==> config.mk <==
export PLATFORM = sky130hd
export DESIGN_NAME = masked_byte_pattern_search
export DESIGN_NICKNAME = d
export VERILOG_FILES = /design/src/design/mbps_pkg.sv /design/src/design/mbps_cell.sv /design/src/design/masked_byte_pattern_search.sv
export VERILOG_INCLUDE_DIRS = /design/src /design/src/design
export SDC_FILE = /design/constraint.sdc
export NUM_CORES = 1
export LEC_CHECK = 0
export BUFFER_PORTS_ARGS = -buffer_cell sky130_fd_sc_hd__buf_4
export CORE_MARGIN = 2
export CORE_UTILIZATION = 55
export DETAILED_ROUTE_END_ITERATION = 12
export GPL_ROUTABILITY_DRIVEN = 0
export MAX_ROUTING_LAYER = met4
export PLACE_DENSITY_LB_ADDON = 0.15
export SLEW_MARGIN = 20
export SYNTH_ARGS = -nofsm -noshare
export SYNTH_HDL_FRONTEND = slang
export SYNTH_SLANG_ARGS = --single-unit
==> constraint.sdc <==
create_clock -name clk -period 6.9 [get_ports clk]
set_input_delay 0.345 -clock clk [delete_from_list [all_inputs] [get_ports clk]]
set_output_delay 0.345 -clock clk [all_outputs]
set_load 0.02 [all_outputs]
==> src/design/masked_byte_pattern_search_macros.svh <==
// Assertion macros shared by the search block.
`ifndef MASKED_BYTE_PATTERN_SEARCH_MACROS_SVH
`define MASKED_BYTE_PATTERN_SEARCH_MACROS_SVH

// Same-cycle implication, checked outside reset.
`define MBPS_ASSERT_NOW(label, ante, cons, msg) \
    label: assert property (@(posedge clk) disable iff (!rst_n) (ante) |-> (cons)) \
        else $error(msg);

// Next-cycle implication, checked outside reset.
`define MBPS_ASSERT_NEXT(label, ante, cons, msg) \
    label: assert property (@(posedge clk) disable iff (!rst_n) (ante) |=> (cons)) \
        else $error(msg);

`endif

==> src/design/mbps_pkg.sv <==
`timescale 1ns / 1ps

package mbps_pkg;

    localparam int MAX_PATTERN_DEF = 16;
    localparam int ADDR_BITS_DEF   = 16;

    localparam int CFG_IDX_W  = 3;
    localparam int CFG_DATA_W = 64;
    localparam int PLEN_W     = 5;

    localparam logic [7:0] ASCII_UPPER_A = 8'h41;
    localparam logic [7:0] ASCII_UPPER_Z = 8'h5A;
    localparam logic [7:0] ASCII_LOWER_A = 8'h61;

    typedef enum logic [CFG_IDX_W-1:0] {
        REG_PATTERN_LOW  = 3'd0,
        REG_PATTERN_HIGH = 3'd1,
        REG_MASK_LOW     = 3'd2,
        REG_MASK_HIGH    = 3'd3,
        REG_PATTERN_LEN  = 3'd4,
        REG_CASE_FOLD    = 3'd5
    } cfg_reg_t;

    // Broadcast control from the top level to every cell.
    typedef struct packed {
        logic advance;    // an item is accepted this cycle
        logic restart;    // drop all partial matches before this byte
        logic case_fold;  // fold ASCII upper case to lower case
    } cell_ctrl_t;

    function automatic logic [7:0] fold_byte(input logic [7:0] b, input logic en);
        logic [7:0] r;
        r = b;
        if (en && (b >= ASCII_UPPER_A) && (b <= ASCII_UPPER_Z))
        begin
            r = b - ASCII_UPPER_A + ASCII_LOWER_A;
        end
        return r;
    endfunction

endpackage

==> src/design/mbps_cell.sv <==
`timescale 1ns / 1ps

// One pattern position: compare the byte, hold one partial-match bit.
module mbps_cell
    import mbps_pkg::*;
(
    input  logic       clk,
    input  logic       rst_n,
    input  cell_ctrl_t ctrl,
    input  logic [7:0] data_folded,
    input  logic [7:0] pattern_byte,
    input  logic [7:0] mask_byte,
    input  logic       enable,
    input  logic       shift_in,
    output logic       match_next,
    output logic       match_reg
);

    logic [7:0] pat_folded;
    logic       eq;

    assign pat_folded = fold_byte(pattern_byte, ctrl.case_fold);
    assign eq         = ((data_folded & mask_byte) == (pat_folded & mask_byte));
    assign match_next = shift_in & eq & enable;

    always_ff @(posedge clk or negedge rst_n)
    begin
        if (!rst_n)
        begin
            match_reg <= 1'b0;
        end
        else if (ctrl.advance)
        begin
            match_reg <= match_next;
        end
    end

endmodule

==> src/design/masked_byte_pattern_search.sv <==
`timescale 1ns / 1ps

// Masked byte pattern search: scans a byte stream for a pattern of up to
// MAX_PATTERN bytes, each position with its own compare mask, optional ASCII
// case fold. All partial matches are tracked, so overlapping hits all show.
// Input channel: item_valid / item_stall with data_byte, byte_address and
// restart; one word is taken when item_valid is high and item_stall is low.
// Output channel: result_valid / result_stall with found and match_address
// (start of the match, zero when found is low). One result word per input.
// Config channel: cfg_valid / cfg_ready with cfg_index and cfg_data; ready is
// always high. Write only while the block is idle.
// Result: each accepted word's result is registered in the output slot, or in the skid slot when that is held.
// Throughput: one word per cycle while item_stall is low; every cell updates its
// match bit in the cycle of acceptance, so nothing in the cell row limits the rate.
// Stall: the output register has a one-word skid behind it, so one more word
// is taken while result_stall is high; input stalls only when both are full.
// Reset: partial matches clear, masks go to all ones, pattern, length and
// case fold to zero, both output slots empty.
`include "masked_byte_pattern_search_macros.svh"

module masked_byte_pattern_search
    import mbps_pkg::*;
#(
    parameter int MAX_PATTERN = MAX_PATTERN_DEF,
    parameter int ADDR_BITS   = ADDR_BITS_DEF
)
(
    input  logic                  clk,
    input  logic                  rst_n,
    // input words
    input  logic                  item_valid,
    output logic                  item_stall,
    input  logic [7:0]            data_byte,
    input  logic [ADDR_BITS-1:0]  byte_address,
    input  logic                  restart,
    // result words
    output logic                  result_valid,
    input  logic                  result_stall,
    output logic                  found,
    output logic [ADDR_BITS-1:0]  match_address,
    // configuration writes
    input  logic                  cfg_valid,
    output logic                  cfg_ready,
    input  logic [CFG_IDX_W-1:0]  cfg_index,
    input  logic [CFG_DATA_W-1:0] cfg_data
);

    localparam int LEN_W = $clog2(MAX_PATTERN + 1);

    // Configuration registers
    logic [CFG_DATA_W-1:0] pattern_low_reg, pattern_high_reg;
    logic [CFG_DATA_W-1:0] mask_low_reg, mask_high_reg;
    logic [PLEN_W-1:0]     pattern_length_reg;
    logic                  case_fold_reg;

    assign cfg_ready = 1'b1;

    always_ff @(posedge clk or negedge rst_n)
    begin
        if (!rst_n)
        begin
            pattern_low_reg    <= '0;
            pattern_high_reg   <= '0;
            mask_low_reg       <= '1;
            mask_high_reg      <= '1;
            pattern_length_reg <= '0;
            case_fold_reg      <= 1'b0;
        end
        else if (cfg_valid && cfg_ready)
        begin
            unique case (cfg_reg_t'(cfg_index))
                REG_PATTERN_LOW:  pattern_low_reg    <= cfg_data;
                REG_PATTERN_HIGH: pattern_high_reg   <= cfg_data;
                REG_MASK_LOW:     mask_low_reg       <= cfg_data;
                REG_MASK_HIGH:    mask_high_reg      <= cfg_data;
                REG_PATTERN_LEN:  pattern_length_reg <= cfg_data[PLEN_W-1:0];
                REG_CASE_FOLD:    case_fold_reg      <= cfg_data[0];
                default:          ; // unmapped index: drop the write
            endcase
        end
    end

    // Saturate the length at the number of cells
    logic [LEN_W-1:0] eff_len;
    assign eff_len = (pattern_length_reg > PLEN_W'(MAX_PATTERN))
                   ? LEN_W'(MAX_PATTERN) : LEN_W'(pattern_length_reg);

    // Handshake and output slots
    logic                 accept;
    logic                 out_fire;
    logic                 out_valid_reg, out_valid_next;
    logic                 skid_valid_reg, skid_valid_next;
    logic                 found_reg, skid_found_reg;
    logic [ADDR_BITS-1:0] addr_reg, skid_addr_reg;

    assign item_stall = skid_valid_reg;
    assign accept     = item_valid && !item_stall;
    assign out_fire   = out_valid_reg && !result_stall;

    cell_ctrl_t ctrl;
    assign ctrl.advance   = accept;
    assign ctrl.restart   = restart;
    assign ctrl.case_fold = case_fold_reg;

    logic [7:0] data_folded;
    assign data_folded = fold_byte(data_byte, case_fold_reg);

    logic [2*CFG_DATA_W-1:0] pattern_all, mask_all;
    assign pattern_all = {pattern_high_reg, pattern_low_reg};
    assign mask_all    = {mask_high_reg, mask_low_reg};

    // Row of cells: cell i holds "bytes 0..i matched ending at the last byte"
    logic [MAX_PATTERN-1:0] state_reg;
    logic [MAX_PATTERN-1:0] state_next;
    logic [MAX_PATTERN-1:0] shift_in;
    logic [MAX_PATTERN-1:0] last_sel;

    for (genvar i = 0; i < MAX_PATTERN; i++)
    begin : g_cell
        if (i == 0)
        begin : g_head
            assign shift_in[i] = 1'b1;
        end
        else
        begin : g_body
            assign shift_in[i] = state_reg[i-1] & ~ctrl.restart;
        end

        assign last_sel[i] = (LEN_W'(i + 1) == eff_len);

        mbps_cell u_cell (
            .clk          (clk),
            .rst_n        (rst_n),
            .ctrl         (ctrl),
            .data_folded  (data_folded),
            .pattern_byte (pattern_all[8*i +: 8]),
            .mask_byte    (mask_all[8*i +: 8]),
            .enable       (LEN_W'(i) < eff_len),
            .shift_in     (shift_in[i]),
            .match_next   (state_next[i]),
            .match_reg    (state_reg[i])
        );
    end

    // Full match when the cell at the last pattern position fires
    logic                 found_c;
    logic [ADDR_BITS-1:0] start_c;
    assign found_c = |(state_next & last_sel);
    assign start_c = found_c
                   ? (byte_address - ADDR_BITS'(eff_len) + ADDR_BITS'(1))
                   : '0;

    // Output register with one skid slot
    always_comb
    begin
        out_valid_next  = out_valid_reg;
        skid_valid_next = skid_valid_reg;
        if (accept)
        begin
            if (!out_valid_reg || out_fire)
            begin
                out_valid_next = 1'b1;
            end
            else
            begin
                skid_valid_next = 1'b1;
            end
        end
        else if (out_fire)
        begin
            out_valid_next  = skid_valid_reg;
            skid_valid_next = 1'b0;
        end
    end

    always_ff @(posedge clk or negedge rst_n)
    begin
        if (!rst_n)
        begin
            out_valid_reg  <= 1'b0;
            skid_valid_reg <= 1'b0;
        end
        else
        begin
            out_valid_reg  <= out_valid_next;
            skid_valid_reg <= skid_valid_next;
        end
    end

    always_ff @(posedge clk)
    begin
        if (accept && (!out_valid_reg || out_fire))
        begin
            found_reg <= found_c;
            addr_reg  <= start_c;
        end
        else if (accept)
        begin
            skid_found_reg <= found_c;
            skid_addr_reg  <= start_c;
        end
        else if (out_fire && skid_valid_reg)
        begin
            // advance the skid word into the output slot
            found_reg <= skid_found_reg;
            addr_reg  <= skid_addr_reg;
        end
    end

    assign result_valid  = out_valid_reg;
    assign found         = found_reg;
    assign match_address = addr_reg;

    `MBPS_ASSERT_NOW(a_skid_needs_out, skid_valid_reg, out_valid_reg, "skid word without output word")
    `MBPS_ASSERT_NEXT(a_accept_gives_result, accept, out_valid_reg, "accepted word produced no result")
    `MBPS_ASSERT_NOW(a_addr_zero_on_miss, result_valid && !found, match_address == '0, "address set without a match")
    `MBPS_ASSERT_NEXT(a_zero_len_idle, accept && (eff_len == '0), state_reg == '0, "zero length left partial matches")

endmodule
# Word-level counts from Yosys, hierarchy flattened
# Cells that the tools add are included.
# classes
addsub	36
n_lt_le_gt_ge	51
n_eq_ne	40
mux	31
bitwise	81
reduce_logical	56
# ops
cell	n
$and A8 B8 Y8	32
$add A8 B7 Y8 const B	17
$ge A8 B7 Y1 const B	17
$le A8 B7 Y1 const B	17
$mux W8	17
$sub A8 B7 Y8 const B	17
$eq A8 B8 Y1	16
$mux W16	4
$and A1 B1 Y1	46
$eq A4 B5 Y1 const A	8
$lt A4 B5 Y1 const A	8
$logic_and A1 B1 Y1	38
$eq A3 B5 Y1 const A	4
$lt A3 B5 Y1 const A	4
$reduce_and A2 Y1	10
$add A16 B1 Y16 const B	1
$and A16 B16 Y16	1
$reduce_or A16 Y1	1
$sub A16 B5 Y16	1
$eq A2 B5 Y1 const A	2
$lt A1 B5 Y1 const A	2
$lt A2 B5 Y1 const A	2
$mux W1	9
$eq A3 B2 Y1 const B	2
other kinds (13)	19
# word_totals
ff_bits	313
inputBits	97
output_inout_bits	20
wordCells	322

# Logic depth before layout (Yosys ltp)
# Gate-level depths: netlist (run 1).
# depth
depth_word	12
ltp_mapped	17

# Hierarchy
# Synthesis (run 1) repeated with hierarchy kept, for this count alone.
# unflattened
hier_cells	1493
hier_area_um2	17703.2
# by_module_without_submodules
mod	instances	cells_each	area_per_inst_um2
masked_byte_pattern_search	1	853	12498.2
mbps_cell	16	40	325.3

# Worst setup path before layout (run 1)
# No wires, ideal clock.
# synth_timing
path_kind	register to register
start	register pattern_length_reg[1]
end	register addr_reg[15], in the netlist match_address[15], data pin
setup_ps	256
t_arrival_ps	3723
required_ps	6644
setup_slack_ps	2920
stages_incl_launch_ff	18
path_buffers	1
cell_sequence	dfrtp_1 -> clkbuf_1 -> clkinv_1 -> nor2_1 -> ha_1 -> inv_1 -> ha_1 -> fa_1 -> a21o_1 -> a21o_1 -> a2111oi_0 -> nor3_1 -> a41o_1 -> o41ai_1 -> o21bai_1 -> a21oi_1 -> xnor2_1 -> a22o_1
# synth_between
elab_chain_cells	8
word_cells_on_any_way	56
# synth_lines
item	line_no	text
start, declared	masked_byte_pattern_search.sv:53	logic [PLEN_W-1:0] pattern_length_reg;
start signal, assigned	masked_byte_pattern_search.sv:76	REG_PATTERN_LEN: pattern_length_reg <= cfg_data[PLEN_W-1:0];
$gt A5 B5 Y1	masked_byte_pattern_search.sv:85	assign eff_len = (pattern_length_reg > PLEN_W'(MAX_PATTERN))
$mux W5 (*)	masked_byte_pattern_search.sv:86	? LEN_W'(MAX_PATTERN) : LEN_W'(pattern_length_reg);
branches (longest 4 deep; another with $sub A16 B5 Y16)	n/a	
$mux W16 (*)	masked_byte_pattern_search.sv:150	? (byte_address - ADDR_BITS'(eff_len) + ADDR_BITS'(1))
$mux W16 (*)	masked_byte_pattern_search.sv:192	if (accept && (!out_valid_reg || out_fire))
end signal, assigned	masked_byte_pattern_search.sv:195	addr_reg <= start_c;
end signal, assigned	masked_byte_pattern_search.sv:206	addr_reg <= skid_addr_reg;
end, declared	masked_byte_pattern_search.sv:94	logic [ADDR_BITS-1:0] addr_reg, skid_addr_reg;
# Mark *: on every way between the ends.
# A chain may end at the register's enable or synchronous reset.

# Final worst setup path (run 1)
# Same ends and word-level chain as after synthesis.

==> metrics.txt, run 1 <==
clock transition at the registers of the reported paths=0.06 ns; number of distinct library cells after synthesis=71; drt via density=5.90; Tot GR Track Use=26.9%; Fmax=210 MHz; Area growth, synth to finish=14.6%; RSZ-0062 raised after global routing=no; Syn Std Cell Area=0.0163 sq mm; crit path launch type=flop; Routed Antenna Nets=0; antenna fix cells=0; most frequent cell after synthesis=mux2_2; Max-Cap Viols=0; layout cell share with drive strength beyond 1=38.8%; CP Capture Type=flop; PD cells=322 mW/mm^2; Clock Path Buffers=3; status=completed; # Post-CTS Setup Buffers=0; Fin Setup TNS=0 ns; worst min path class=in -> reg; Placed Cells incl. Taps=1814; Core ar.=0.0289 sq mm; initial antenna violation count=0; drt first-iter violations=771; row count=62; largest net degree at the start of global routing=123; initial cell density of the core=56.2%; cell at the root of the clock tree=clkbuf_16; biggest area consumer among synthesized cells=dfrtp_1; Post-synth EDFFs=34; Synth top area share=23.2%; Pre-Repair DR Iteration Count=5; Synthesized Nets=1499; vias in the first global route=11.3k; H-tree levels=2; final routed wire length divided by cell count=20.9 um; die area=0.0310 sq mm; Skew-Pair Late Insertion Delay=0.51 ns; Post-route DRC=0; Seq cells post-synth=313; Setup CP Type=reg -> reg; synthesized instance count=1365; via count=11.1k; final std cells w/o fill=1880; worst-margin pin slew=1.08 ns; crit path max fanout=11; CTS tree=yes; multi-input logic area=0.00763 sq mm; skew final=0.0189 ns; LEAKAGE=7.78 nW; Most used DFF post-synth=dfrtp_1; fin crit period=4.75 ns; synth top area cells=dfrtp_1 (23%), dfstp_2 (21%), mux2_2 (17%); first-pass GRT wire length=63100 um; port buffer count=115; FFs w/ async S/R, synth=89.1%; CTS Buf Count=35; max-slew violations=0; Clock Sinks=313; sequential share of the synthesized area=50.2%; dpl hpwl=26300 um; final-layout fill cell count=2256; yosys warns=0; period utilization=68.9%; Die Y=176 um; Worst VDD drop=0.177 mV; # resized after CTS=0; Routed Wire Length=39300 um; mean area per synthesized cell=11.9 sq um; Max transition margin=28.3%; io pins=117; Overflow after GRT=0; Final Hold Fails=0; final setup vio count=0; storage element area=0.00816 sq mm; Reg2Reg Setup Slack=2.15 ns; Worst Path Required=7.15 ns; Die X-Extent=176 um; Worst Path Arrival=5.01 ns; Post-synth top cells=mux2_2 (241), dfrtp_1 (151), dfstp_2 (128); Layout Nets=1604
worst max-delay path, cell delays in order (launching register included):
cell and delay, ns:
dfrtp_1 0.55, clkinv_1 0.40, nor2_1 0.32, ha_1 0.17, inv_1 0.05, ha_1 0.22, fa_1 0.40, a21o_1 0.17
a21o_1 0.20, a2111oi_0 0.48, nor3_1 0.16, a41o_1 0.29, o41ai_1 0.46, o21bai_1 0.12, a21oi_1 0.19, xnor2_1 0.11
a22o_1 0.20
stage by stage:
stage	cell area, sq um	setup slack, ns	utilization (%)	power [mW]	hold slack, ns
2_1_floorplan	16300	2.92	-	3.69	0.0494
3_3_place_gp	17400	2.37	60.3	4.14	0.465
3_5_place_dp	17400	2.23	60.3	4.19	0.473
4_1_cts	18600	2.20	64.3	6.03	0.0571
5_1_grt	18600	1.94	64.4	6.33	0.0805
6_report	18600	2.15	64.4	6.00	0.0656
layer usage:
metal  vias to the layer above  wire, um  GRT usage, %
met1                      5605     18400          37.9
li1                       5145         -             -
met4                         0       778          6.78
met2                       288     18200          41.6
met3                        63      1940          3.53
met5                         -         0             -
placed cells by master, fill, tap and decap left out, drive strengths merged, types with 18 or more instances in the layout:
master / instances
a21oi: 63
a22oi: 23
buf: 130
clkbuf: 56
dfrtp: 151
dfstp: 128
edfxtp: 34
ha: 36
inv: 51
mux2: 241
mux2i: 18
nand2: 92
nand3: 19
nor2: 37
nor3: 26
o21ai: 49
xnor2: 44
xor2: 98
cells by family after synthesis:
kind of cell               Yosys count  share of synthesized area (%)
DFF                                313                           50.2
muxes                              259                           17.8
and+or+nand+nor                    252                           7.89
AOI/OAI and AO/OA                  245                           10.5
xor gates and xnor gates           142                           7.69
buffers and inverters              116                           3.05
adders and majority gates           37                           2.89
other                                1                         0.0231
what timing repair did:
| action | 4_1_cts | 5_1_grt |
|---|---|---|
| endpoints found under the hold margin | 54 | 0 |
| setup endpoints to repair | 0 | 0 |
| hold buffers | 1 | 0 |
area by class of cell:
type | instances | area share (%)
multi-input cells | 936 | 41.0
well taps | 384 | 2.58
clock buffers | 56 | 5.78
inverters | 53 | 1.07
clock inverters | 7 | 0.315
repair buffers | 131 | 5.52
flip-flops and latches | 313 | 43.8
power breakdown:
part           switching, mW  leakage [nW]  internal [mW]
clock network          0.730         0.562           1.11
registers              0.336          3.52           2.40
logic                  0.731          3.71          0.695
total                   1.80          7.78           4.20
path summary, 6_finish.rpt:
path | startpoint | end | depth (start not counted)
min in group asynchronous | rst_n | pattern_low_reg[45] | 2
max in group asynchronous | rst_n | mask_low_reg[11] | 4
min reg2reg | g_cell[4].u_cell.match_reg | g_cell[4].u_cell.match_reg | 2
min | cfg_data[38] | pattern_low_reg[38] | 3
max reg2reg | pattern_length_reg[1] | match_address[15] | 16
max | pattern_length_reg[1] | match_address[15] | 16
No activity file was read; power rests on OpenSTA's default activity.
==> run 2: changes to the inputs <==
==> constraint.sdc (replaced) <==
create_clock -name clk -period 4.6 [get_ports clk]
set_input_delay 0.23 -clock clk [delete_from_list [all_inputs] [get_ports clk]]
set_output_delay 0.23 -clock clk [all_outputs]
set_load 0.02 [all_outputs]
==> metrics.txt, run 2 (synthesis gave the netlist of run 1 again) <==
final routed wire length divided by cell count=20.1 um; # Post-CTS Setup Buffers=0; io pins=117; fin util=66.6%; net switching power figure=2.66 mW; initial cell density of the core=56.2%; Pint=6.36 mW; via count=11.3k; CTS tree=yes; largest net degree at the start of global routing=102; crit path max fanout=10; port buffer count=115; fin crit period=4.24 ns; cell at the root of the clock tree=clkbuf_16; # resized after CTS=0; vias in the first global route=11.5k; CTS Buf Count=35; Area growth, synth to finish=18.5%; Tot GR Track Use=26.7%; pre-CTS WS=0.356 ns; Routed Wire Length=39100 um; Clk network pwr share=30.5%; Clock Path Buffers=3; Routed Antenna Nets=0; crit path launch type=flop; CP Capture Type=flop; clock transition at the registers of the reported paths=0.06 ns; cell area after placement=0.0176 sq mm; drt via density=5.82; skew final=0.0102 ns; Placed Cells incl. Taps=1827; Die Y=176 um; final setup vio count=0; Overflow after GRT=0; Layout Nets=1672; first-pass GRT wire length=63000 um; drt first-iter violations=748; Die X-Extent=176 um; worst min path class=in -> reg; Core ar.=0.0289 sq mm; final std cells w/o fill=1948; Setup WS post-layout=0.361 ns; dpl hpwl=26400 um; Setup CP Type=reg -> reg; met2 WL=18200 um; die area=0.0310 sq mm; Clock Sinks=313; Max-Cap Viols=0; Reg2Reg Setup Slack=0.36 ns; max-slew violations=0; H-tree levels=2; initial antenna violation count=1; LEAKAGE=8.06 nW; Worst Path Required=4.87 ns; Max transition margin=24.4%; switching part of the total power=29.5%; Skew-Pair Late Insertion Delay=0.51 ns; met1 WL=18200 um; met3 routed WL=1830 um; Worst VDD drop=0.256 mV; PD cells=468 mW/mm^2; Fin Setup TNS=0 ns; Worst Path Arrival=4.50 ns; row count=62; Post-route DRC=0; sequential power share=45.0%; antenna fix cells=0; layout cell share with drive strength beyond 1=37.7%; most frequent cells in the layout=mux2_2 (241), dfrtp_1 (151), buf_4 (139), dfstp_2 (128), xor2_1 (98); top sig layer=met4; Fmax=236 MHz; most common cell after layout, fill and taps aside=mux2_2; Pre-Repair DR Iteration Count=5; worst-margin pin slew=1.13 ns; status=completed; RSZ-0062 raised after global routing=no; post-route cell area=0.0193 sq mm; period utilization=92.1%; Final Hold Fails=0; Comb power frac=24.5%
## run 2: routing by layer
metal | GRT usage (%) | up-vias
met2 | 41.8 | 256
met3 | 3.49 | 62
met5 | - | -
li1 | - | 5277
met1 | 37.1 | 5744
met4 | 6.92 | 0
## run 2: power by group through the flow
stage	combinational [mW]	sequential [mW]	clock [mW]
global route	2.45	4.14	2.91
floorplan	1.48	4.06	0
detailed placement	2.17	4.10	0
global placement	2.10	4.07	0
finish	2.21	4.06	2.76
CTS	2.22	4.05	2.80
## run 2: through the flow
stage	power [mW]	hold slack (ns)
2_1_floorplan	5.54	-0.0656
3_5_place_dp	6.27	0.334
6_report	9.03	0.0159
5_1_grt	9.51	0.0000340
3_3_place_gp	6.17	0.330
4_1_cts	9.08	0.000675
## run 2: path summary, 6_finish.rpt
| check | start | end | cells after the start |
|---|---|---|---|
| max | pattern_length_reg[4] | match_address[15] | 14 |
| min | cfg_data[20] | pattern_high_reg[20] | 2 |
| max reg2reg | pattern_length_reg[4] | match_address[15] | 14 |
| min reg2reg | g_cell[10].u_cell.match_reg | g_cell[10].u_cell.match_reg | 2 |
| max in group asynchronous | rst_n | pattern_high_reg[16] | 3 |
| min in group asynchronous | rst_n | pattern_low_reg[44] | 2 |
## run 2: area by class of cell
cell class,instances,area (sq um)
Fill cell,2231,9670
Sequential cell,313,8160
Multi-Input combinational cell,936,7630
Timing Repair Buffer,199,1660
Clock buffer,60,1090
Tap cell,384,480
Inverter,53,199
Clock inverter,3,41.3
## run 2: worst max-delay path, stage by stage, from the launching register on
cell       delay (ns)
dfrtp_1          0.50
clkinv_1         0.31
nand2_1          0.21
ha_1             0.29
fa_1             0.48
a21o_1           0.17
a21o_1           0.21
a2111oi_0        0.44
nor3_1           0.14
a41o_1           0.27
o41ai_1          0.41
o21bai_1         0.11
a21oi_1          0.18
xnor2_1          0.09
a22o_1           0.20
## run 2: repair_timing
| action | in CTS | in global routing |
|---|---|---|
| hold buffers | 56 | 2 |
| endpoints found under the hold margin | 244 | 4 |
| endpoints found under the setup margin | 0 | 0 |
==> run 3: changes to the inputs <==
--- a/config.mk
+++ b/config.mk
@@ -10,7 +10,6 @@
 export CORE_MARGIN = 2
 export CORE_UTILIZATION = 55
 export DETAILED_ROUTE_END_ITERATION = 12
-export GPL_ROUTABILITY_DRIVEN = 0
 export MAX_ROUTING_LAYER = met4
 export PLACE_DENSITY_LB_ADDON = 0.15
 export SLEW_MARGIN = 20
==> constraint.sdc (replaced) <==
create_clock -name clk -period 4.6 [get_ports clk]
set_input_delay 0.92 -clock clk [delete_from_list [all_inputs] [get_ports clk]]
set_output_delay 0.92 -clock clk [all_outputs]
set_load 0.02 [all_outputs]
==> metrics.txt, run 3 (synthesis gave the netlist of run 1 again) <==
final std cells w/o fill=1896; Layout Nets=1619; sequential power share=45.2%; R2R depth=14; initial cell density of the core=56.2%; antenna fix cells=0; Die X-Extent=176 um; H-tree levels=2; final setup vio count=0; Setup WS post-layout=0.453 ns; die area=0.0310 sq mm; Clk network pwr share=30.3%; clock transition at the registers of the reported paths=0.06 ns; Max-Cap Viols=0; Max transition margin=25.0%; worst-margin pin slew=1.12 ns; first-pass GRT wire length=62800 um; Clock Path Buffers=3; Post-route DRC=0; max-slew violations=0; Pint=6.27 mW; Setup CP Type=reg -> reg; worst min path class=in -> async; CTS Buf Count=35; Tot GR Track Use=26.6%; pre-CTS WS=0.170 ns; # Post-CTS Setup Buffers=0; cell at the root of the clock tree=clkbuf_16; final-layout fill cell count=2262; dpl hpwl=26700 um; RSZ-0062 raised after global routing=no; row count=62; Worst VDD drop=0.256 mV; Die Y=176 um; fin crit period=4.15 ns; Pre-Repair DR Iteration Count=5; fin util=64.8%; Comb power frac=24.5%; crit path launch type=flop; # resized after CTS=0; via count=11.2k; Skew-Pair Late Insertion Delay=0.52 ns; PD cells=478 mW/mm^2; GP Congestion=0.847; Overflow after GRT=0; most common cell after layout, fill and taps aside=mux2_2; Worst Path Required=4.87 ns; drt via density=5.89; period utilization=90.2%; storage element area=0.00816 sq mm; drt first-iter violations=768; Reg2Reg Setup Slack=0.45 ns; largest net degree at the start of global routing=89; hold_buf cts=0; Placed Cells incl. Taps=1832; crit path max fanout=8; io pins=117; skew final=0.0134 ns; Routed Antenna Nets=0; status=completed; switching part of the total power=30.1%; Area growth, synth to finish=15.4%; net switching power figure=2.70 mW; Routed Wire Length=39000 um; CTS tree=yes; Critical R2R Capture=match_address[15]; CP Capture Type=flop; port buffer count=115; most frequent cells in the layout=mux2_2 (241), dfrtp_1 (151), buf_4 (140), dfstp_2 (128), xor2_1 (98); Fmax=241 MHz; vias in the first global route=11.4k; Worst Path Arrival=4.41 ns; Core ar.=0.0289 sq mm; FF-to-FF Start=pattern_length_reg[4]; multi-input logic area=0.00764 sq mm; layout cell share with drive strength beyond 1=39.7%; Clock Sinks=313; initial antenna violation count=0; LEAKAGE=7.85 nW; Fin Setup TNS=0 ns; Final Hold Fails=0; final routed wire length divided by cell count=20.6 um
-- run 3: changes by cell type in the layout (fill, tap and decap cells not counted) --
cell,change
clkinv_4,+1
clkbuf_1,-5
nor3_1,-1
dlygate4sd3_1,-58
inv_6,+3
buf_12,+4
clkinvlp_4,+1
clkbuf_8,-1
clkbuf_4,+1
clkbuf_16,-2
buf_4,+1
nor3_2,+1
clkinv_2,+3
-- run 3: worst max-delay path: stages, from the launching register on --
cell and delay (ns):
dfrtp_1 0.35, clkinv_1 0.26, nand2_1 0.31, ha_1 0.32
fa_1 0.48, a21o_1 0.17, a21o_1 0.20, a2111oi_0 0.43
nor3_1 0.14, a41o_1 0.27, o41ai_1 0.38, o21bai_1 0.11
a21oi_1 0.20, xnor2_1 0.10, a22o_1 0.20
-- run 3: worst max path at each step --
stage,slack [ns],to,start,depth (start not counted)
after floorplan,0.51,match_address[15],byte_address[1],15
after global placement,0.25,match_address[15],byte_address[1],16
after detailed placement,0.17,match_address[15],byte_address[1],16
after CTS,0.47,match_address[15],pattern_length_reg[4],14
after global routing,0.12,match_address[15],pattern_length_reg[4],14
final,0.45,match_address[15],pattern_length_reg[4],14
-- run 3: power by group through the flow --
stage	logic (mW)	clock network [mW]	registers (mW)
after floorplan	1.48	0	4.06
after global placement	2.13	0	4.07
after detailed placement	2.19	0	4.10
after CTS	2.21	2.77	4.05
after global routing	2.43	2.88	4.15
final	2.20	2.72	4.06
-- run 3: final cells by class --
cell class,count,area share [%]
Sequential cell,313,43.5
Timing Repair Buffer,146,6.21
Tap cell,384,2.56
Clock inverter,11,0.527
Inverter,53,1.06
Clock buffer,53,5.42
Multi-Input combinational cell,936,40.7
-- run 3: metrics by stage --
stage	total power, mW	hold WS (ns)	cell area, sq um
after floorplan	5.54	0.442	16300
after global placement	6.20	0.462	17600
after detailed placement	6.29	0.463	17600
after CTS	9.03	0.439	18800
after global routing	9.45	0.463	18800
final	8.97	0.415	18800
-- run 3: per-layer routing --
| layer | GRT usage, % | vias to the layer above | share of wire [%] | wire length (um) |
|---|---|---|---|---|
| met5 | - | - | 0 | 0 |
| met4 | 7.33 | 0 | 2.6 | 1000 |
| met3 | 4.13 | 69 | 5.2 | 2040 |
| li1 | - | 5178 | - | - |
| met2 | 41.7 | 285 | 47 | 18200 |
| met1 | 36.3 | 5642 | 45 | 17700 |
